`src/hdl/arpc_pkg.sv`:
```
`default_nettype none

package arpc_pkg;

    // Table geometry.
    localparam int ENTRIES = 128;
    localparam int IDX_W   = (ENTRIES > 1) ? $clog2(ENTRIES) : 1;

    // Field widths.
    localparam int IP_W     = 32;
    localparam int MAC_W    = 48;
    localparam int AGE_W    = 9;
    localparam int TMO_W    = 8;
    localparam int SLOT_W   = 7;
    localparam int EXP_W    = 8;
    localparam int STATUS_W = 3;
    localparam int OP_W     = 2;

    localparam logic [AGE_W-1:0] AGE_MAX = {AGE_W{1'b1}};
    localparam logic [EXP_W-1:0] EXP_MAX = {EXP_W{1'b1}};

    // Byte address of the timeout register on the APB port.
    localparam logic [2:0] REG_TIMEOUT = 3'd0;

    typedef enum logic [OP_W-1:0] {
        OP_LOOKUP = 2'd0,
        OP_INSERT = 2'd1,
        OP_TICK   = 2'd2
    } t_opcode;

    typedef enum logic [STATUS_W-1:0] {
        ST_HIT      = 3'd0,
        ST_MISS     = 3'd1,
        ST_INSERTED = 3'd2,
        ST_FULL     = 3'd3,
        ST_TICK     = 3'd4
    } t_status;

    // Commands from the sequencer to the datapath.
    typedef struct packed {
        logic             start;     // latch a new request, clear accumulators
        logic             scan;      // one slot is visited this cycle
        logic [IDX_W-1:0] idx;       // slot visited this cycle
        logic             load_out;  // move the finished answer to the output register
    } t_cmd;

    // Reported slot number: the low bits of the slot, zero extended if the table is small.
    function automatic logic [SLOT_W-1:0] to_slot(input logic [IDX_W-1:0] idx);
        logic [IDX_W+SLOT_W-1:0] wide;
        wide = {{SLOT_W{1'b0}}, idx};
        return wide[SLOT_W-1:0];
    endfunction

endpackage

`default_nettype wire

```
`src/hdl/arpc_ctrl.sv`:
```
`default_nettype none

module arpc_ctrl (
    input  wire logic          i_clk,
    input  wire logic          i_rst_n,
    input  wire logic          i_s_tvalid,
    output logic               o_s_tready,
    input  wire logic          i_m_tready,
    output logic               o_m_tvalid,
    output arpc_pkg::t_cmd     o_cmd
);
    import arpc_pkg::*;

    typedef enum logic [1:0] {
        S_IDLE,
        S_SCAN,
        S_FLUSH,
        S_DONE
    } t_state;

    t_state           r_state;
    logic [IDX_W-1:0] r_idx;
    logic             r_m_tvalid;
    logic             accept;
    logic             load_out;
    logic             last_slot;

    assign accept    = i_s_tvalid && (r_state == S_IDLE);
    assign load_out  = (r_state == S_DONE) && (!r_m_tvalid || i_m_tready);
    assign last_slot = (r_idx == IDX_W'(ENTRIES - 1));

    assign o_s_tready     = (r_state == S_IDLE);
    assign o_m_tvalid     = r_m_tvalid;
    assign o_cmd.start    = accept;
    assign o_cmd.scan     = (r_state == S_SCAN);
    assign o_cmd.idx      = r_idx;
    assign o_cmd.load_out = load_out;

    always_ff @(posedge i_clk) begin
        if (!i_rst_n) begin
            r_state    <= S_IDLE;
            r_idx      <= '0;
            r_m_tvalid <= 1'b0;
        end else begin
            if (load_out) begin
                r_m_tvalid <= 1'b1;
            end else if (i_m_tready) begin
                r_m_tvalid <= 1'b0;
            end
            unique case (r_state)
                S_IDLE: begin
                    if (accept) begin
                        r_idx   <= '0;
                        r_state <= S_SCAN;
                    end
                end
                S_SCAN: begin
                    if (last_slot) begin
                        r_state <= S_FLUSH;
                    end else begin
                        r_idx <= r_idx + 1'b1;
                    end
                end
                S_FLUSH: begin
                    r_state <= S_DONE;
                end
                S_DONE: begin
                    if (load_out) begin
                        r_state <= S_IDLE;
                    end
                end
                default: begin
                    r_state <= S_IDLE;
                end
            endcase
        end
    end

endmodule

`default_nettype wire

```
`config.mk`:
```
export PLATFORM = sky130hd
export DESIGN_NAME = arpc_ctrl
export DESIGN_NICKNAME = d
export VERILOG_FILES = /design/src/hdl/arpc_pkg.sv /design/src/hdl/arpc_ctrl.sv
export SDC_FILE = /design/constraint.sdc
export NUM_CORES = 1
export LEC_CHECK = 0
export BUFFER_PORTS_ARGS = -buffer_cell sky130_fd_sc_hd__buf_2
export CORE_MARGIN = 2
export CORE_UTILIZATION = 50
export CTS_CLUSTER_SIZE = 16
export DETAILED_ROUTE_END_ITERATION = 16
export PLACE_DENSITY = 0.72
export SYNTH_ARGS = -nofsm -noshare
export SYNTH_HDL_FRONTEND = slang
export SYNTH_SLANG_ARGS = --single-unit
```
`constraint.sdc`:
```
create_clock -name i_clk -period 1.96 [get_ports i_clk]
set_input_delay 0.196 -clock i_clk [delete_from_list [all_inputs] [get_ports i_clk]]
set_output_delay 0.196 -clock i_clk [all_outputs]
set_load 0.05 [all_outputs]
```
==> flow_summary.yaml, run 1 <==
clocking:
  cts_resized: 0
  insertion_delay_ns: 0.27
  cts_root_buf: "clkbuf_4"
  post_cts_buffers: 0
  clk_path_buf_depth: 2
  hold_buffers: 0
  cts_sinks: 10
  cts_tree: "yes"
  cts_buffers: 3
  cts.clk_slew.worst_paths_ns: 0.08
  ctsHtreeMaxLevel: 1
cells_and_area:
  layout-area-overhead-vs-synth_pct: 17.52
  final_common_cell: "buf_2"
  drive_gt1_frac: 0.2809
  layout_common_cells: "buf_2, dfxtp_1, nand2_1"
  fin_cells: 104
  finalNetCount: 100
  fin_util: 0.6085
  diodes: 0
  fill_cells: 124
timing:
  finalHoldViolCount: 0
  post-route-period-util: 0.8960
  finalSetupTns_ns: 0
  setup_viol: 0
  worstMarginPinSlew_ns: 0.5100
  fmax_mhz: 569.4
  slew_headroom: 0.6577
  min_period_ns: 1.756
  finalMaxSlewViolations: 0
  fin_skew_ns: 0.005254
  rsz0062_at_grt: "no"
global_route:
  grt_use_met1: 0.2857
  grt_overflow: 0
  top_usage_layer: "met1"
  grt_first_pass_wirelength_um: 2125
  antenna_found_initial: 0
  grt_usage: 0.2027
  grtUsageMet3: 0.05000
  grtUsageMet2: 0.2702
  grt_max_degree: 15
  grt_pass1_vias: 467
synthesis:
  async_flop_share: 0
  synth_warnings: 0
  syn_nets: 83
  synth-compound-area-share: 0.2362
  synth_edf_count: 0
  ys_seq_area_frac: 0.3048
  ys_seq_elements: 10
  syn_area_um2: 656.9
  synthSimpleGateAreaFrac: 0.2476
  synth_top_family_by_area: "simple AND/OR/NAND/NOR gates"
  synth.distinct_cells: 31
  synth_cells: 73
  synth_adder_area_share: 0.1143
  muxShareOfSynthArea: 0.04571
  synth_xor_area_frac: 0
  syn_avg_cell_area_um2: 8.998
  ys.flop_type: "dfxtp_1"
route:
  wirelength_um: 1400
  route.vias.total: 595
  wl_per_cell_um: 13.46
  vias_per_cell: 5.721
  drt_iter0_markers: 18
  drc: 0
  drtAntennaViolNets: 0
  dr.pass1.iters: 4
power_and_ir_drop:
  ir_drop_mv: 0.9034
  p_per_area_nw_per_um2: 1266
  p_leak_nw: 0.3337
  power_mw: 0.9774
setup_path:
  startpoint_type: "flop"
  worstSetupPathType: "flop to flop"
  ff2ff_setup_slack_ns: 0.20
  worstSetupStartpoint: "r_state[0]"
  crit_end: "r_idx[2]"
  cp.required_ns: 2.16
  cp.arrival_ns: 1.96
  worst_r2r_endpoint: "r_idx[2]"
  crit_path_end_kind: "flop"
  r2r-start: "r_state[0]"
  cp_max_fo: 6
  reg2reg_depth: 6
placed_design:
  placedCellCount: 100
  dp_hpwl_um: 999.7
  place_congestion: 0.7888
  io_buffers: 15
floorplanning:
  die_w_um: 40.25
  coreArea_um2: 1269
  start_util: 0.5178
  dieArea_um2: 1620
  ios: 16
  die_h_um: 40.25
  fp-row-count: 13
min_path:
  min_path_type: "input pin to flop"
outcome:
  outcome: "completed"
run:
  max_cap_viol_count: 0
cells in the mapped netlist, types with 2 or more instances:
master	number	area share
buf_4	2	0.023
mux2i_1	3	0.046
o211ai_1	2	0.023
inv_1	3	0.017
nor2b_1	3	0.029
nand4_1	2	0.019
clkbuf_1	2	0.011
dfxtp_1	10	0.30
o21ai_0	3	0.023
a31oi_1	2	0.019
nand3_1	3	0.023
nor2_1	4	0.023
nand2_1	9	0.051
a21boi_0	3	0.034
ha_1	6	0.11
how the worst min path moves through the flow:
stage                     from          to  slack, ns  cells past startpoint
CTS                    i_rst_n    r_idx[5]       0.25                      3
floorplan              i_rst_n    r_idx[0]       0.34                      2
global route           i_rst_n    r_idx[5]       0.27                      3
detailed placement  r_state[0]  r_state[0]       0.50                      2
global placement    r_state[0]  r_state[0]       0.48                      2
finish                 i_rst_n    r_idx[5]       0.26                      3
logic make-up after synthesis:
| group | Yosys count |
|---|---|
| buffers and inverters | 7 |
| flip-flops | 10 |
| AND/OR/NAND/NOR | 28 |
| multiplexers | 3 |
| AO/OA/AOI/OAI | 19 |
| adder cells (fa/ha/maj) | 6 |
stage by stage:
step           instance area [µm²]  setup WS (ns)  hold slack (ns)
6_report                     772.0         0.2038           0.2616
5_1_grt                      772.0        0.07815           0.2655
4_1_cts                      772.0         0.1947           0.2524
3_5_place_dp                 735.7         0.2291           0.4989
3_3_place_gp                 735.7         0.2583           0.4837
2_1_floorplan                656.9         0.1148           0.3447
registers in the layout, summed over array words and instances (netlist names):
name        flops
o_m_tvalid      1
r_idx           7
r_state         2
report_power, final:
group | total (mW) | internal, mW | switching (mW)
Combinational | 0.520 | 0.154 | 0.366
Clock | 0.191 | 0.113 | 0.0786
Sequential | 0.266 | 0.231 | 0.0347
final cells by class:
cell class / count / area (µm²) / share of cell area
Sequential cell: 10 / 200.2 / 0.2593
Tap cell: 15 / 18.77 / 0.02431
Inverter: 3 / 11.26 / 0.01459
Multi-Input combinational cell: 56 / 422.9 / 0.5478
Clock buffer: 4 / 36.28 / 0.04700
Timing Repair Buffer: 16 / 82.58 / 0.1070
worst max-delay path, cell delays in order, from the launching register on:
cell      delay, ns
dfxtp_1        0.39
inv_1          0.10
ha_1           0.27
nand2b_1       0.23
o211ai_1       0.19
or3b_1         0.40
a21boi_1       0.12
per-layer routing:
metal  vias to the layer above  wire length, µm
li1                        299                -
met1                       272              681
met2                        22              627
met3                         2               77
met4                         0               14
met5                         -                0
No activity file was read; power rests on OpenSTA's default activity.
==> inputs of run 2 (changes only) <==
Settings changed: CORE_AREA from default to 2 2 39 41, CORE_MARGIN 2 to default, CORE_UTILIZATION 50 to default, DIE_AREA from default to 0 0 41 43.
Clock period 1.96 ns to 2.2 ns, I/O delays scaled along.
==> run 2 against run 1 <==
Compared with the run above:
- design area grew 0.16%
- die area grew 8.9%
- cell count grew 0.96%
- combinational power shrank 12%
- highest routed layer unchanged
==> flow_summary.yaml, run 2 (synthesized netlist as in run 1, its figures left out) <==
outcome:
  outcome: "completed"
cells_and_area:
  diodes: 0
  fill_cells: 129
  final_common_cell: "buf_2"
  drive_gt1_frac: 0.2809
  fin_util: 0.5588
  finalNetCount: 100
  regMostFlops: "r_idx"
  layout-area-overhead-vs-synth_pct: 17.71
  largest_register_ffs: 7
  layout_common_cells: "buf_2, dfxtp_1, nand2_1"
timing:
  fmax_mhz: 558.1
  setup_viol: 0
  rsz0062_at_grt: "no"
  worstMarginPinSlew_ns: 0.5039
  min_period_ns: 1.792
  post-route-period-util: 0.8145
  fin_skew_ns: 0.0008704
  finalMaxSlewViolations: 0
  finalWorstSetupSlack_ns: 0.4082
  slew_headroom: 0.6618
  finalSetupTns_ns: 0
  finalHoldViolCount: 0
setup_path:
  cp_max_fo: 9
  critPathMaxStageDelay_ns: 0.35
  path_buf_inv: 3
  crit_family: "buffers and inverters"
  reg2reg_depth: 6
  cp.arrival_ns: 1.57
  cpMaxStageDelayCell: "dfxtp_1"
  worst_r2r_endpoint: "r_idx[2]"
  cp.required_ns: 1.98
  cp_cell_sequence: "inv_1 -> ha_1 -> buf_4 -> buf_2"
  r2r-start: "r_state[0]"
  crit_path_end_kind: "primary output"
  startpoint_type: "flop"
  ff2ff_setup_slack_ns: 0.52
  worstSetupPathType: "flop to primary output"
clocking:
  cts_root_buf: "clkbuf_4"
  insertion_delay_ns: 0.26
  post_cts_buffers: 0
  clk_path_buf_depth: 2
  cts_sinks: 10
  cts.clk_slew.worst_paths_ns: 0.07
  cts_resized: 0
  cts_buffers: 3
  hold_buffers: 0
  ctsHtreeMaxLevel: 1
  cts_tree: "yes"
power_and_ir_drop:
  p_leak_nw: 0.3337
  power_mw: 0.8651
  ir_drop_mv: 0.7449
  p_per_area_nw_per_um2: 1119
floorplanning:
  fp-row-count: 14
  dieArea_um2: 1763
  die_h_um: 43
  coreArea_um2: 1384
  die_w_um: 41
  start_util: 0.4747
  ios: 16
placed_design:
  place_congestion: 0.7851
  place_ws_ns: 0.5582
  io_buffers: 15
  dp_hpwl_um: 964.9
route:
  drc: 0
  drt_iter0_markers: 9
  dr.pass1.iters: 4
  wirelength_um: 1305
  route.vias.total: 584
  drtAntennaViolNets: 0
  wl_per_cell_um: 12.43
  vias_per_cell: 5.562
global_route:
  grt_pass1_vias: 529
  grt_usage: 0.1804
  grt_overflow: 0
  antenna_found_initial: 0
  grt_first_pass_wirelength_um: 2173
  grt_max_degree: 15
min_path:
  whs_endpoint: "r_idx[5]"
  min_path_type: "input pin to flop"
  worstHoldStart: "i_rst_n"
  whs_path_depth: 3
run:
  max_cap_viol_count: 0
## run 2: metal layers
layer / vias up / part of all wire / global-route usage
li1: 296 / - / -
met1: 267 / 0.49 / 0.2313
met2: 19 / 0.45 / 0.2719
met4: 0 / 0.015 / 0.08000
met5: - / 0 / 0
met3: 2 / 0.044 / 0.04712
## run 2: tightest hold or removal path, cell delays in order
cell,delay [ns]
buf_2,0.18
inv_1,0.08
a31oi_1,0.04
## run 2: per-stage QoR
stage	hold WS (ns)	cells	area, µm²
finish	0.2990	105	773.2
global route	0.3110	105	773.2
CTS	0.2861	105	773.2
detailed placement	0.4954	101	737.0
global placement	0.4853	101	737.0
floorplan	0.3687	73	656.9
## run 2: worst max-delay path by stage
stage,startpoint,end,slack (ns),depth (start not counted)
6_report,r_state[1],o_cmd[8],0.41,4
2_1_floorplan,r_idx[0],r_state[0],0.35,5
3_3_place_gp,r_idx[0],r_idx[5],0.58,5
3_5_place_dp,r_state[0],r_idx[2],0.56,6
5_1_grt,r_state[1],o_cmd[8],0.31,4
4_1_cts,r_state[1],o_cmd[8],0.40,4
## run 2: cell type report
| type | instances | area, µm² | area share |
|---|---|---|---|
| Clock buffer | 4 | 36.28 | 0.04693 |
| Inverter | 3 | 11.26 | 0.01456 |
| Multi-Input combinational cell | 56 | 422.9 | 0.5469 |
| Sequential cell | 10 | 200.2 | 0.2589 |
| Tap cell | 16 | 20.02 | 0.02589 |
| Timing Repair Buffer | 16 | 82.58 | 0.1068 |
## run 2: power breakdown
group	switching, mW	total, mW	internal [mW]	leakage, nW
Combinational	0.322	0.460	0.138	0.232
Clock	0.0699	0.170	0.100	0.0210
Sequential	0.0287	0.235	0.206	0.0811
==> inputs of run 3 (changes only) <==
Settings changed: ABC_AREA from default to 1, CORE_AREA 2 2 39 41 to default, CORE_MARGIN from default to 2, CORE_UTILIZATION from default to 47, DIE_AREA 0 0 41 43 to default, PLACE_DENSITY 0.72 to 0.7.
Clock period 2.2 ns to 1.6 ns, I/O delays scaled along.
==> run 3 against run 2 <==
Compared with the run above:
- first-iteration DRC count rose to 3.9 times the previous value
- flip-flop and latch count did not move
- register-to-register slack worse by 0.36 ns
- critical path depth shrank 1
- largest power group unchanged
- via count rose by 19%
- cell count grew 32%
- sequential share of layout area decreased by 1.7 points
- combinational power rose to 2.6 times the previous value
- die area grew 8.6%
==> flow_summary.yaml, run 3 <==
timing:
  fmax_mhz: 658.3
  worstMarginPinSlew_ns: 0.2567
  min_period_ns: 1.519
  finalHoldViolCount: 0
  post-route-period-util: 0.9494
  finalSetupTns_ns: 0
  fin_skew_ns: 0.005555
  finalMaxSlewViolations: 0
  slew_headroom: 0.8300
  rsz0062_at_grt: "no"
  setup_viol: 0
floorplanning:
  die_h_um: 43.77
  start_util: 0.4992
  ios: 16
  fp-row-count: 14
  die_w_um: 43.77
  dieArea_um2: 1915
  coreArea_um2: 1489
run:
  max_cap_viol_count: 0
synthesis:
  synthTopCellsByArea: "dfxtp_1, nand2_1, ha_1"
  synth_warnings: 0
  async_flop_share: 0
  synth.distinct_cells: 20
  yosysTopAreaCell: "dfxtp_1"
  ys.flop_type: "dfxtp_1"
  synth_cells: 109
  ys_seq_area_frac: 0.2694
  yosysTopAreaCellShare: 0.2694
  ys_seq_elements: 10
  syn_nets: 119
  synth_edf_count: 0
  synth_most_common_cell: "nand2_1"
  ys_top_cells_by_count: "nand2_1, inv_1, nor2_1"
  syn_area_um2: 743.2
  syn_avg_cell_area_um2: 6.818
route:
  wl_per_cell_um: 10.52
  drtAntennaViolNets: 0
  wirelength_um: 1462
  drt_iter0_markers: 35
  route.vias.total: 693
  dr.pass1.iters: 4
  drc: 0
  vias_per_cell: 4.986
setup_path:
  cp.arrival_ns: 1.36
  cp.required_ns: 1.44
  worstSetupPathType: "flop to primary output"
  startpoint_type: "flop"
  crit_path_end_kind: "primary output"
  cp_max_fo: 9
clocking:
  cts_sinks: 10
  cts_resized: 0
  ctsHtreeMaxLevel: 1
  clk_path_buf_depth: 2
  cts_buffers: 3
  cts_root_buf: "clkbuf_4"
  insertion_delay_ns: 0.28
  hold_buffers: 0
  cts.clk_slew.worst_paths_ns: 0.08
  cts_tree: "yes"
  post_cts_buffers: 0
global_route:
  antenna_found_initial: 0
  grt_use_met1: 0.2259
  grt_first_pass_wirelength_um: 2484
  top_usage_layer: "met2"
  grtUsageMet2: 0.2676
  grt_pass1_vias: 591
  grtUsageMet3: 0.02917
  grt_max_degree: 10
  grt_usage: 0.1695
  grt_overflow: 0
cells_and_area:
  fin_util: 0.5639
  fill_cells: 145
  layout_common_cells: "nand2_1, inv_1, buf_2"
  regMostFlops: "r_idx"
  final_common_cell: "nand2_1"
  drive_gt1_frac: 0.2927
  largest_register_ffs: 7
  layout-area-overhead-vs-synth_pct: 12.96
  finalNetCount: 134
  diodes: 0
outcome:
  outcome: "completed"
power_and_ir_drop:
  ir_drop_mv: 1.048
  p_leak_nw: 0.4262
  p_per_area_nw_per_um2: 2222
placed_design:
  io_buffers: 15
  dp_hpwl_um: 1107
  place_congestion: 0.8503
min_path:
  min_path_type: "input pin to flop"
[run 3: through the flow]
step | total power, mW | hold WS [ns] | std cells | cell area, µm² | setup WS (ns)
final | 1.865 | 0.1786 | 139 | 839.6 | 0.08096
after floorplan | 1.475 | 0.3736 | 109 | 750.7 | 0.006651
after global routing | 1.998 | 0.2122 | 139 | 839.6 | 0.02163
after detailed placement | 1.615 | 0.4707 | 135 | 800.8 | 0.09832
after global placement | 1.601 | 0.4693 | 135 | 800.8 | 0.1562
after CTS | 1.856 | 0.1800 | 139 | 837.1 | 0.08224
[run 3: layout make-up]
class,count,area (µm²),area share
Timing Repair Buffer,15,75.07,0.08942
Inverter,21,78.83,0.09389
Clock buffer,4,36.28,0.04322
Sequential cell,10,202.7,0.2414
Tap cell,16,20.02,0.02385
Multi-Input combinational cell,73,426.7,0.5082
[run 3: cells by family (layout without fill, tap and decap cells)]
family / Yosys count / in the layout / share of synthesized area
simple gates: 56 / 56 / 0.3788
fa+ha+maj: 6 / 6 / 0.1010
compound gates: 11 / 11 / 0.08418
buf+inv: 26 / 40 / 0.1667
flops: 10 / 10 / 0.2694
[run 3: where the power goes]
group / internal, mW / total [mW] / switching, mW
sequential: 0.335 / 0.415 / 0.0796
combinational: 0.351 / 1.21 / 0.861
clock: 0.138 / 0.239 / 0.101
[run 3: final timing paths]
kind                                  from          to  slack, ns  cells after the start
worst max-delay path            r_state[1]    o_cmd[8]       0.08                      3
worst min-delay path               i_rst_n    r_idx[1]       0.18                      3
worst max register to register  r_state[1]    r_idx[5]       0.16                      7
worst min register to register  r_state[1]  r_state[1]       0.51                      2
[run 3: per-layer routing]
layer	part of all wire	wire (µm)
met1	0.47	685
met2	0.45	652
met3	0.062	91
met4	0.023	33
met5	0	0
[run 3: worst max-delay path, cell delays in order (launching register included)]
cell	delay [ns]
dfxtp_1	0.34
inv_1	0.11
ha_2	0.33
buf_2	0.31
